[config.mk]
export PLATFORM = sky130hd
export DESIGN_NAME = b2b_control
export DESIGN_NICKNAME = d
export VERILOG_FILES = /design/src/rtl/b2b_pkg.sv /design/src/rtl/b2b_control.sv
export SDC_FILE = /design/constraint.sdc
export NUM_CORES = 1
export LEC_CHECK = 0
export BUFFER_PORTS_ARGS = -buffer_cell sky130_fd_sc_hd__buf_2
export CAP_MARGIN = 15
export CORE_MARGIN = 4
export CORE_UTILIZATION = 45
export DETAILED_ROUTE_END_ITERATION = 8
export MAX_ROUTING_LAYER = met4
export PLACE_DENSITY = 0.74
export SLEW_MARGIN = 20
export SYNTH_ARGS = -nofsm -noshare
export SYNTH_HDL_FRONTEND = slang
export SYNTH_SLANG_ARGS = --single-unit
[constraint.sdc]
create_clock -name clk -period 2.26 [get_ports clk]
set_clock_uncertainty 0.15 [all_clocks]
set_input_delay 0.678 -clock clk [delete_from_list [all_inputs] [get_ports clk]]
set_output_delay 0.678 -clock clk [all_outputs]
set_load 0.01 [all_outputs]
[src/rtl/b2b_pkg.sv]
package b2b_pkg;

  localparam logic [63:0] IV [8] = '{
    64'h6a09e667f3bcc908, 64'hbb67ae8584caa73b,
    64'h3c6ef372fe94f82b, 64'ha54ff53a5f1d36f1,
    64'h510e527fade682d1, 64'h9b05688c2b3e6c1f,
    64'h1f83d9abfb41bd6b, 64'h5be0cd19137e2179};

  localparam logic [3:0] SIGMA [10][16] = '{
    '{4'd0, 4'd1, 4'd2, 4'd3, 4'd4, 4'd5, 4'd6, 4'd7,
      4'd8, 4'd9, 4'd10, 4'd11, 4'd12, 4'd13, 4'd14, 4'd15},
    '{4'd14, 4'd10, 4'd4, 4'd8, 4'd9, 4'd15, 4'd13, 4'd6,
      4'd1, 4'd12, 4'd0, 4'd2, 4'd11, 4'd7, 4'd5, 4'd3},
    '{4'd11, 4'd8, 4'd12, 4'd0, 4'd5, 4'd2, 4'd15, 4'd13,
      4'd10, 4'd14, 4'd3, 4'd6, 4'd7, 4'd1, 4'd9, 4'd4},
    '{4'd7, 4'd9, 4'd3, 4'd1, 4'd13, 4'd12, 4'd11, 4'd14,
      4'd2, 4'd6, 4'd5, 4'd10, 4'd4, 4'd0, 4'd15, 4'd8},
    '{4'd9, 4'd0, 4'd5, 4'd7, 4'd2, 4'd4, 4'd10, 4'd15,
      4'd14, 4'd1, 4'd11, 4'd12, 4'd6, 4'd8, 4'd3, 4'd13},
    '{4'd2, 4'd12, 4'd6, 4'd10, 4'd0, 4'd11, 4'd8, 4'd3,
      4'd4, 4'd13, 4'd7, 4'd5, 4'd15, 4'd14, 4'd1, 4'd9},
    '{4'd12, 4'd5, 4'd1, 4'd15, 4'd14, 4'd13, 4'd4, 4'd10,
      4'd0, 4'd7, 4'd6, 4'd3, 4'd9, 4'd2, 4'd8, 4'd11},
    '{4'd13, 4'd11, 4'd7, 4'd14, 4'd12, 4'd1, 4'd3, 4'd9,
      4'd5, 4'd0, 4'd15, 4'd4, 4'd8, 4'd6, 4'd2, 4'd10},
    '{4'd6, 4'd15, 4'd14, 4'd9, 4'd11, 4'd3, 4'd0, 4'd8,
      4'd12, 4'd2, 4'd13, 4'd7, 4'd1, 4'd4, 4'd10, 4'd5},
    '{4'd10, 4'd2, 4'd8, 4'd4, 4'd7, 4'd6, 4'd1, 4'd5,
      4'd15, 4'd11, 4'd9, 4'd14, 4'd3, 4'd12, 4'd13, 4'd0}};

  localparam int ROUNDS = 12;
  localparam logic [0:0] REG_DIGEST = 1'b0;
  localparam logic [0:0] REG_KEY    = 1'b1;

  // controller -> datapath
  typedef struct packed {
    logic restart;    // reinitialise chain, counter, buffer count
    logic store;      // write word into buffer
    logic flush;      // counter += 128, buffer count = 0; sent with init
    logic fin;        // counter += tail, final flag
    logic init;       // load v from chain
    logic half;       // run one half round (column or diagonal)
    logic feed;       // xor v into chain
  } dp_cmd_t;

  // datapath -> controller
  typedef struct packed {
    logic full;       // sixteen words buffered
    logic [2:0] nout_m1;
  } dp_stat_t;

  function automatic logic [63:0] rotr(input logic [63:0] x, input int n);
    rotr = (x >> n) | (x << (64 - n));
  endfunction

endpackage

[src/rtl/b2b_control.sv]
module b2b_control (
  input  logic              clk,
  input  logic              rst,
  input  logic              cfg_we,
  input  logic              in_valid,
  input  logic [3:0]        in_bc,
  input  logic              in_last,
  output logic              in_ready,
  output logic              out_valid,
  input  logic              out_ready,
  output logic [2:0]        out_idx,
  output logic              out_last,
  output b2b_pkg::dp_cmd_t  cmd,
  input  b2b_pkg::dp_stat_t stat
);
  import b2b_pkg::*;

  localparam logic [2:0] S_IDLE = 3'd0, S_RUN = 3'd3, S_FEED = 3'd4, S_OUT = 3'd5;

  logic [2:0] state, state_next;
  logic       fin, fin_next;
  logic [4:0] halves;
  logic [2:0] idx;
  logic       need_flush;

  // a data word on a full buffer waits while the buffered block is compressed
  assign need_flush = (in_bc != 4'd0) && stat.full;
  assign in_ready = (state == S_IDLE) && !cfg_we && !need_flush;
  assign out_valid = (state == S_OUT);
  assign out_idx = idx;
  assign out_last = (idx == stat.nout_m1);

  logic acc;
  assign acc = in_valid && in_ready;

  always_comb begin
    cmd = '0;
    state_next = state;
    fin_next = fin;
    unique case (state)
      S_IDLE: if (in_valid && !cfg_we && need_flush) begin
        cmd.flush = 1'b1; cmd.init = 1'b1;
        fin_next = 1'b0;
        state_next = S_RUN;
      end else if (acc) begin
        if (in_last) begin
          cmd.store = (in_bc != 4'd0);
          cmd.fin = 1'b1; cmd.init = 1'b1;
          fin_next = 1'b1;
          state_next = S_RUN;
        end else if (in_bc != 4'd0) begin
          cmd.store = 1'b1;
        end
      end
      S_RUN: begin
        cmd.half = 1'b1;
        if (halves == 5'(2*ROUNDS-1)) state_next = S_FEED;
      end
      S_FEED: begin
        cmd.feed = 1'b1;
        state_next = fin ? S_OUT : S_IDLE;
      end
      S_OUT: if (out_ready && out_last) begin
        cmd.restart = 1'b1;
        state_next = S_IDLE;
      end
      default: state_next = S_IDLE;
    endcase
  end

  always_ff @(posedge clk) begin
    if (rst || cfg_we) begin
      state <= S_IDLE;
      fin <= 1'b0;
      halves <= '0;
      idx <= '0;
    end else begin
      state <= state_next;
      fin <= fin_next;
      if (state == S_RUN) halves <= halves + 5'd1;
      else halves <= '0;
      if (state == S_OUT && out_ready) idx <= out_last ? 3'd0 : idx + 3'd1;
    end
  end

  a_run_len: assert property (@(posedge clk) disable iff (rst)
    (state == S_FEED) |-> $past(halves) == 5'(2*ROUNDS-1))
    else $error("round count slip");
  a_no_accept_busy: assert property (@(posedge clk) disable iff (rst)
    (state != S_IDLE) |-> !in_ready)
    else $error("accept while busy");
  a_out_idx: assert property (@(posedge clk) disable iff (rst)
    out_valid |-> idx <= stat.nout_m1)
    else $error("digest index past end");
endmodule

### Yosys cells after proc, flatten, opt, wreduce, memory -nomap -nowiden

Cells that the tools add are included.

| word-level totals | value |
|---|---|
| flip-flop bits (word level) | 12 |
| latch bits | 0 |
| bits in writable memories | 0 |
| memory bits (read-only) | 0 |
| input port bits | 14 |
| output and inout port bits | 13 |
| logic and storage cells | 59 |
| memories kept | 0 |

| operators by class | value |
|---|---|
| add/sub/neg operators | 2 |
| $mul | 0 |
| div/mod/pow operators | 0 |
| order comparisons | 0 |
| equal/unequal tests | 9 |
| shift-type cells | 0 |
| mux-type cells | 25 |
| bitwise operators | 1 |
| reduce and logical (&&, ||, !) cells | 18 |

Operators by type and width:

| kind | count |
|---|---|
| 2-to-1 mux 3 bit | 7 |
| 2-to-1 mux 1 bit | 14 |
| one-hot mux 3 bit (4 select lines) | 1 |
| logical AND 1 bit | 8 |
| == test 3 bit, second input constant | 2 |
| != test 3 x 2 -> 1 bit, second input constant | 2 |
| adder 5 x 1 -> 5 bit, second input constant | 1 |
| == test 5 bit, second input constant | 1 |
| 2-to-1 mux 2 bit | 2 |
| 2-to-1 mux 4 bit | 1 |
| AND reduction 4 bit | 1 |
| nonzero test 2 bit | 2 |
| nonzero test 4 bit | 1 |
| adder 3 x 1 -> 3 bit, second input constant | 1 |
| == test 3 x 2 -> 1 bit, second input constant | 1 |
| == test 3 bit | 1 |
| logical NOT 3 bit | 1 |
| AND reduction 3 bit | 1 |
| logical NOT 1 bit | 2 |
| != test 2 x 1 -> 1 bit, second input constant | 1 |
| != test 2 bit, second input constant | 1 |
| OR reduction 2 bit | 1 |
| logical OR 1 bit | 1 |
| NOT 1 bit | 1 |

### Longest topological paths before layout

Gate-level depths: netlist (run 1).

| depth | value |
|---|---|
| depth in word-level cells | 8 |
| mapped depth | 6 |
| depth with buffers taken out | 5 |

### Worst setup path after synthesis (run 1)

No wires, ideal clock.

| path | value |
|---|---|
| path type | input to output |
| start point | input port in_bc[1] |
| end point | output port cmd[4] in the netlist's numbering |
| arrival | 1352 ps |
| required time | 1432 ps |
| slack | 80 ps |
| stages | 2 |
| buffers on the path | 0 |
| path through | o41a_1 and3_1 |

RTL lines:

| element | line | source |
|---|---|---|
| from (decl) | b2b_control.sv:6 | `input logic [3:0] in_bc,` |
| to (decl) | b2b_control.sv:13 | `output b2b_pkg::dp_cmd_t cmd,` |

==> qor.txt, run 1 <==
Placeable Area: 1350 µm²
Count of input and output buffers: 26
Clk_lat worst skew: 0.28 ns
Slew Viols, Final: 0
Die area: 2148 µm²
Crit path capture type: output port
DR vias: 660
ANT cells: 0
Sequential fraction of the synthesis area: 36.29%
WL final: 1.646 mm
Clock group share of total power: 38.3%
Req. time, crit path: 1.43 ns
Sw Pwr: 106.6 µW
Outcome: finished, violations left
Finished Core Util: 67.75%
Period utilization: 107.0%
Logic pwr share: 13.5%
Clock root buffer: clkbuf_4
P&R area growth vs syn: 38.19%
Die width: 46.35 µm
RSZ-0062 raised after global routing: yes
Crit path top cell by count: buf_6
CTS buffer count: 3
Crit start category: input pin
Htree depth: 1
Commonest non-fill, non-tap cells in the layout: buf_2, nor2_1, dfxtp_1
Hold path start: halves[0]$_SDFF_PP0_
Crit path kind: in2out
Crit path time final: 2.417 ns
Worst setup margin: -0.1572 ns
Initial DRT Pass Iterations: 4
Met1 Wirelength: 704 µm
Rel. slew slack: 79.35%
First-pass GRT wire length: 2.394 mm
Final hold violation count: 0
Worst Tran Pin Value: 0.3075 ns
Crit-path max FO: 5
Leak Pwr: 0.4389 nW
Internal: 343.5 µW
Initial antenna violation count: 0
Netlist Area Pre-Place: 661.9 µm²
Fmax: 413.7 MHz
Vias per cell: 5.280
Crit path max-delay cell type: o41a_1
Share of the synthesized area in the top cell type: 36.29%
Die height: 46.35 µm
Gp weighted congestion: 0.8041
Gr usage total: 16.18%
Cell Chain, Critical Path: buf_6 -> o41a_1 -> and3_4 -> buf_6
Largest net degree at the start of global routing: 9
Post-synth cell types: 34
Post-route cell area: 914.6 µm²
Avg Inst Size Synth: 8.709 µm²
HPWL after DPL: 1.195 mm
Critical Path Max Stage Delay: 0.49 ns
Commonest non-fill, non-tap cell in the layout: buf_2
DR WL met2: 811 µm
Dpl cell area: 830.8 µm²
CP arrival: 1.59 ns
Yosys reg bits: 12
Routed wl met3: 125 µm
Initial DRC Count: 15
YS warnings: 0
Routed Antenna Nets: 0
TritonCTS clock tree: done
Global route overflow: 0
Syn nets: 92
CTS clk-pin slew, worst paths: 0.07 ns
Synth area leader: dfxtp_1
Worst hold path cell count: 1
Worst reg2reg path depth: 6
Critical R2R Launch: state[2]$_SDFFE_PP0P_
Maxcap violations: 0
HP Class: reg2reg
VDD IR max: 0.4039 mV
Nets@finish: 127
# fillers: 117
Cells after Synth: 76
Maximum clock path buffer count: 2
# clock sinks: 12
DR top layer: met4
Vias in the first global route: 591
Final setup vio count: 5
Rows: 13
DRC viols: 0
Initial Utilization: 49.03%
CP startpoint: in_bc[1]
Net Sw Frac: 23.68%
Share of post-route cells with drive strength above 1: 42.73%
Routed len/inst: 13.17 µm
Power per cell area: 492.2 nW/µm²
Ranking of synthesized cells by area: dfxtp_1, nor2_1, xnor2_1
Seq pwr share: 48.2%
Failing checks: negative setup slack
I/O pin cnt: 27
==> flip-flops by register name, summed over array words and instances (netlist names) <==
name / count
halves: 5
out_idx: 3
state: 3
fin: 1
==> layer usage <==
metal  global-route usage, %  up-vias
met5                       -        -
met4                   3.409        0
met2                   24.73       21
li1                        -      334
met1                   19.86      303
met3                   6.641        2
==> power by group through the flow <==
stage | Sequential, mW | Combinational, mW | Clock, mW
2_1_floorplan | 0.219 | 0.0273 | 0
3_3_place_gp | 0.221 | 0.0501 | 0
3_5_place_dp | 0.222 | 0.0514 | 0
4_1_cts | 0.217 | 0.0537 | 0.177
5_1_grt | 0.217 | 0.0657 | 0.192
6_report | 0.217 | 0.0606 | 0.173
==> cell families after synthesis <==
kind of cell | count (synthesis) | synth area share, %
simple gates | 38 | 33.27
flops | 12 | 36.29
xor+xnor | 6 | 7.939
fa+ha+maj | 2 | 3.780
buf+inv | 6 | 3.779
compound gates | 12 | 14.93
==> worst max-delay path: cells and delay by family <==
family / cells / cell delay, ns
AND/OR/NAND/NOR: 1 / 0.22
AO/OA/AOI/OAI: 1 / 0.49
buffers and inverters: 2 / 0.20
==> final cells by class <==
| type | count | area (µm²) | share of cell area [%] |
|---|---|---|---|
| sequential | 12 | 242.7 | 26.54 |
| clock buffer | 4 | 36.28 | 3.967 |
| multi-input combinational | 58 | 401.6 | 43.91 |
| inverter | 4 | 15.01 | 1.642 |
| tap | 15 | 18.77 | 2.052 |
| timing repair buffer | 32 | 200.2 | 21.89 |
==> worst paths after layout <==
path | end | slack [ns]
max | cmd[4] | -0.16
min | halves[0]$_SDFF_PP0_ | 0.30
min reg2reg | halves[0]$_SDFF_PP0_ | 0.30
max reg2reg | state[1]$_SDFFE_PP0P_ | 0.75
==> stage by stage <==
| stage | cells | worst slack, ns | power (mW) | hold WS [ns] | setup TNS (ns) |
|---|---|---|---|---|---|
| after detailed placement | 119 | -0.1612 | 0.2730 | 0.2885 | -0.4263 |
| after CTS | 123 | -0.1262 | 0.4477 | 0.2991 | -0.3501 |
| after global placement | 119 | -0.1388 | 0.2715 | 0.2833 | -0.3523 |
| after global routing | 125 | -0.1845 | 0.4751 | 0.3226 | -0.7362 |
| final | 125 | -0.1572 | 0.4502 | 0.2976 | -0.4778 |
| after floorplan | 76 | 0.08001 | 0.2462 | 0.2676 | 0 |
==> Yosys cell counts <==
cell and n:
a211oi_2 1, a21oi_1 3, a21oi_2 1, a311oi_2 1, and3_1 2, and3b_1 1
buf_2 1, clkbuf_2 1, dfxtp_1 12, ha_1 2, inv_1 3, inv_2 1
nand2_1 6, nand2b_1 1, nand3_1 3, nand3_2 1, nand4_1 1, nand4b_1 1
nand4b_2 1, nor2_1 12, nor2b_1 2, nor3_1 2, nor3b_1 1, nor4_1 1
nor4_4 1, o211a_1 1, o21a_1 1, o21ai_0 2, o31a_1 1, o41a_1 1
or2_2 1, or3_1 1, xnor2_1 4, xor2_1 2
==> repair_timing <==
| action | CTS | global route |
|---|---|---|
| hold buffers | 0 | 0 |
| setup endpoints to repair | 4 | 5 |
| setup buffers | 0 | 2 |
| pin swaps | 4 | 5 |
| gates resized for setup | 2 | 5 |
Power figures use the tool's default switching activity.
==> run 2: changes to the inputs <==
--- a/config.mk
+++ b/config.mk
@@ -5,7 +5,7 @@
 export SDC_FILE = /design/constraint.sdc
 export NUM_CORES = 1
 export LEC_CHECK = 0
-export BUFFER_PORTS_ARGS = -buffer_cell sky130_fd_sc_hd__buf_2
+export BUFFER_PORTS_ARGS = -buffer_cell sky130_fd_sc_hd__buf_4
 export CAP_MARGIN = 15
 export CORE_MARGIN = 4
 export CORE_UTILIZATION = 45
==> run 2 against run 1 <==
  * The run still ends with negative setup slack left
  * Register-to-register slack lost 0.27 ns
  * Count of clock-buffer cells in the layout is the same
  * Die area is the same
  * Worst setup slack gained 0.032 ns
  * Sequential power is essentially flat
  * Critical path depth grew 1
  * Sequential share of layout area shrank 2.2 points
  * Largest cell class unchanged
  * Highest routed layer unchanged
==> qor.txt, run 2 (synthesis gave the netlist of run 1 again) <==
# clock sinks: 12
Die area: 2148 µm²
Global route overflow: 0
Bufs and invs on worst path: 2
Net Sw Frac: 23.28%
Vias per cell: 5.079
Delay-heaviest family, CP: compound AO/OA/AOI/OAI gates
Hold Buf Count CTS: 0
Dpl cell area: 888.4 µm²
Non-Filler Instances: 127
Final setup vio count: 5
HP Class: reg2reg
Count of input and output buffers: 26
Internal: 356.1 µW
Rows: 13
RSZ-0062 raised after global routing: yes
Worst setup margin: -0.1255 ns
Initial DRC Count: 4
Placement Setup Slack: -0.1690 ns
Failing checks: negative setup slack
Nets@finish: 129
Initial Utilization: 49.03%
Gr usage total: 18.23%
DR vias: 645
FF-to-FF End: state[1]$_SDFFE_PP0P_
Req. time, crit path: 1.43 ns
Power per cell area: 462.6 nW/µm²
Worst hold path cell count: 1
Crit path capture type: output port
Share of post-route cells with drive strength above 1: 47.32%
Htree depth: 1
Crit path top cell by count: buf_6
Outcome: finished, violations left
Routed Antenna Nets: 0
HPWL after DPL: 1.346 mm
DR WL met2: 872 µm
Crit path kind: in2out
Die width: 46.35 µm
Worst hold margin: 0.3019 ns
Maxcap violations: 0
Largest net degree at the start of global routing: 9
Clk_lat worst skew: 0.27 ns
Crit path time final: 2.386 ns
Rel. slew slack: 77.23%
Routed len/inst: 13.77 µm
First-pass GRT wire length: 2.697 mm
Logic pwr share: 16.3%
VDD IR max: 0.4344 mV
P&R area growth vs syn: 51.61%
Crit start category: input pin
Initial DRT Pass Iterations: 3
Die height: 46.35 µm
Gp weighted congestion: 0.7712
CP arrival: 1.56 ns
Hold endpoint: halves[0]$_SDFF_PP0_
ANT cells: 0
# fillers: 108
Critical R2R Launch: state[2]$_SDFFE_PP0P_
Period utilization: 105.6%
Slew Viols, Final: 0
WL final: 1.749 mm
Initial antenna violation count: 0
DRC viols: 0
Commonest non-fill, non-tap cells in the layout: buf_4, nor2_1, dfxtp_1
Placeable Area: 1350 µm²
Commonest non-fill, non-tap cell in the layout: buf_4
Crit-path max FO: 5
Vias in the first global route: 622
TritonCTS clock tree: done
Seq pwr share: 46.8%
Clock group share of total power: 36.9%
Met1 Wirelength: 746 µm
Worst Tran Pin Value: 0.3384 ns
DR top layer: met4
Largest register FFs: 5
Leak Pwr: 0.4623 nW
Clock root buffer: clkbuf_4
Cell Chain, Critical Path: buf_6 -> o41a_1 -> nor2_1 -> nor2_2 -> buf_6
CTS clk-pin slew, worst paths: 0.08 ns
Worst reg2reg path depth: 9
Largest Register: halves
Placed cells: 118
Crit path max-delay cell type: o41a_1
Final hold violation count: 0
Sw Pwr: 108.1 µW
Hold path start: halves[0]$_SDFF_PP0_
Routed wl met3: 121 µm
Fmax: 419.2 MHz
CTS buffer count: 3
I/O pin cnt: 27
Critical Path Max Stage Delay: 0.47 ns
Post-route cell area: 1003 µm²
Maximum clock path buffer count: 2
Reg2Reg Setup Slack: 0.48 ns
==> run 2: cell count changes in the layout (fill, tap and decap cells not counted), sizes merged <==
| cell | delta |
|---|---|
| buf | +2 |
==> run 2: layout make-up <==
cell class                 count  area (µm²)  share of cell area [%]
sequential                    12       244.0                   24.31
clock buffer                   4       36.28                   3.616
inverter                       4       15.01                   1.496
tap                           15       18.77                   1.870
multi-input combinational     58       411.6                   41.02
timing repair buffer          34       277.8                   27.68
==> run 2: metrics by stage <==
| step | total power [mW] | TNS [ns] | utilization, % |
|---|---|---|---|
| 6_report | 0.4642 | -0.4355 | 74.33 |
| 2_1_floorplan | 0.2462 | 0 | - |
| 4_1_cts | 0.4639 | -0.3711 | 72.94 |
| 5_1_grt | 0.4852 | -0.5349 | 74.33 |
| 3_3_place_gp | 0.2811 | -0.4179 | 65.80 |
| 3_5_place_dp | 0.2832 | -0.4726 | 65.80 |
==> run 2: worst max path at each step <==
| stage | startpoint | to | cells past startpoint |
|---|---|---|---|
| after floorplan | in_bc[1] | cmd[4] | 2 |
| after global routing | in_bc[1] | cmd[2] | 5 |
| final | in_bc[1] | cmd[2] | 5 |
| after detailed placement | in_bc[1] | cmd[4] | 4 |
| after global placement | in_bc[1] | cmd[4] | 4 |
| after CTS | in_bc[2] | cmd[2] | 5 |
==> run 2: power by group through the flow <==
stage	Clock [mW]	Combinational [mW]	Sequential, mW
detailed placement	0	0.0614	0.222
finish	0.171	0.0757	0.217
global placement	0	0.0597	0.221
CTS	0.175	0.0718	0.217
global route	0.186	0.0812	0.218
floorplan	0	0.0273	0.219
==> run 2: layer usage <==
metal | GRT usage, % | vias to the layer above
met5 | - | -
met3 | 6.250 | 2
met1 | 21.78 | 286
met4 | 5.114 | 0
met2 | 28.85 | 18
li1 | - | 339
==> run 2: repair_timing <==
| item | CTS | global route |
|---|---|---|
| pin swaps | 6 | 5 |
| buffers inserted | 5 | 1 |
| setup endpoints to repair | 5 | 6 |
| resized for setup | 7 | 6 |
==> run 3: changes to the inputs <==
--- a/config.mk
+++ b/config.mk
@@ -8,10 +8,10 @@
 export BUFFER_PORTS_ARGS = -buffer_cell sky130_fd_sc_hd__buf_4
 export CAP_MARGIN = 15
 export CORE_MARGIN = 4
-export CORE_UTILIZATION = 45
+export CORE_UTILIZATION = 35
 export DETAILED_ROUTE_END_ITERATION = 8
 export MAX_ROUTING_LAYER = met4
-export PLACE_DENSITY = 0.74
+export PLACE_DENSITY = 0.6
 export SLEW_MARGIN = 20
 export SYNTH_ARGS = -nofsm -noshare
 export SYNTH_HDL_FRONTEND = slang
==> run 3 against run 2 <==
  * The run still ends with negative setup slack left
  * Fmax fell by 0.27%
  * Count of clock-buffer cells in the layout fell by 1
  * Final area is 4.2% lower
  * Non-clock buffer count fell by 3
  * Total power shrank 11%
  * Sequential power barely moved
  * Critical path depth shrank 1
  * Critical path type unchanged
==> qor.txt, run 3 (synthesis gave the netlist of run 1 again) <==
Leak Pwr: 0.4346 nW
Period utilization: 105.8%
CP arrival: 1.56 ns
Net Sw Frac: 23.89%
ANT cells: 0
Initial DRC Count: 4
Worst reg2reg path depth: 5
DRC viols: 0
Crit path kind: in2out
Crit-path max FO: 5
First-pass GRT wire length: 2.559 mm
Dpl cell area: 908.4 µm²
Count of input and output buffers: 26
Worst setup margin: -0.1320 ns
HP Class: reg2reg
Die area: 2651 µm²
Global route overflow: 0
Hold Buf Count CTS: 0
Total power: 411.1 µW
Non-Filler Instances: 133
Worst Tran Pin Value: 0.2675 ns
Vias per cell: 4.632
Clock root buffer: clkbuf_4
Nets@finish: 126
CTS buffer count: 3
# fillers: 186
Placed cells: 129
HPWL after DPL: 1.201 mm
Initial antenna violation count: 0
FF-to-FF End: state[0]$_SDFFE_PP0P_
P&R area growth vs syn: 45.18%
Share of post-route cells with drive strength above 1: 41.67%
Vias in the first global route: 617
Final hold violation count: 0
Initial Utilization: 37.52%
Flip-flop and latch area: 242.7 µm²
Clock group share of total power: 31.7%
Reg2Reg Setup Slack: 0.78 ns
Worst hold path cell count: 1
I/O pin cnt: 27
Hold path start: halves[0]$_SDFF_PP0_
Commonest non-fill, non-tap cell in the layout: buf_4
Rel. slew slack: 82.03%
VDD IR max: 0.3276 mV
Largest net degree at the start of global routing: 9
DR vias: 616
Logic pwr share: 15.6%
Final setup vio count: 4
Failing checks: negative setup slack
Gp weighted congestion: 0.7256
Maxcap violations: 0
Die width: 51.49 µm
Finished Core Util: 54.47%
Fmax: 418.1 MHz
Crit path capture type: output port
Outcome: finished, violations left
Crit start category: input pin
Clk_lat worst skew: 0.27 ns
Placement Setup Slack: -0.1759 ns
Crit path time final: 2.392 ns
Routed Antenna Nets: 0
Critical R2R Launch: out_idx[2]$_SDFFE_PP0P_
Initial DRT Pass Iterations: 4
Power per cell area: 427.8 nW/µm²
Gr usage total: 13.13%
Post-route cell area: 960.9 µm²
CTS clk-pin slew, worst paths: 0.07 ns
Seq pwr share: 52.7%
Placeable Area: 1764 µm²
Die height: 51.49 µm
Multi-input gate area: 401.6 µm²
Sw Pwr: 98.20 µW
Routed len/inst: 10.89 µm
Largest Register: halves
Rows: 15
WL final: 1.448 mm
TritonCTS clock tree: done
Req. time, crit path: 1.43 ns
Slew Viols, Final: 0
Commonest non-fill, non-tap cells in the layout: buf_4, nor2_1, dfxtp_1
Maximum clock path buffer count: 2
RSZ-0062 raised after global routing: yes
Htree depth: 1
Internal: 312.9 µW
Hold endpoint: halves[0]$_SDFF_PP0_
# clock sinks: 12
Largest register FFs: 5
run 3: changes by cell type in the layout (fill, tap and decap cells not counted), sizes merged:
cell    previous run  this run
buf               34        31
clkbuf             4         3
run 3: layout make-up:
cell class	count	share of cell area, %
clock buffers	3	2.344
inverters	4	1.562
multi-input cells	58	41.80
flip-flops and latches	12	25.26
well taps	25	3.255
repair buffers	31	25.78
run 3: repair_timing:
action	4_1_cts	5_1_grt
setup buffers	1	0
pin swaps	5	5
gates resized for setup	4	3
setup endpoints to repair	4	5
run 3: stage by stage:
stage	TNS (ns)	hold WS, ns
after floorplan	0	0.2676
after global placement	-0.4245	0.2869
after detailed placement	-0.4867	0.2902
after CTS	-0.3592	0.3096
after global routing	-0.6553	0.3376
final	-0.3899	0.3031
run 3: power by group through the flow:
stage	combinational [mW]	clock [mW]	sequential, mW
2_1_floorplan	0.0273	0	0.219
3_3_place_gp	0.0601	0	0.221
3_5_place_dp	0.0605	0	0.221
4_1_cts	0.0642	0.135	0.216
5_1_grt	0.0706	0.148	0.217
6_report	0.0642	0.130	0.217
run 3: worst max-delay path by stage:
stage | end | start | depth (start not counted) | slack [ns]
finish | cmd[4] | in_bc[1] | 4 | -0.13
global route | cmd[2] | in_bc[1] | 5 | -0.18
CTS | cmd[2] | in_bc[2] | 5 | -0.13
detailed placement | cmd[4] | in_bc[1] | 4 | -0.18
global placement | cmd[4] | in_bc[1] | 4 | -0.16
floorplan | cmd[4] | in_bc[1] | 2 | 0.08
run 3: metal layers:
metal  vias to the layer above  track usage, %  share of wire [%]
li1                        332               -                  -
met1                       265           15.63                 45
met2                        15           20.55                 47
met3                         4           3.207                6.8
met4                         0           6.550                1.3
met5                         -               -                  0
run 3: critical path, cell delays in order:
cell and delay [ns]:
buf_6 0.09, o41a_1 0.47, and3_4 0.21, buf_6 0.11
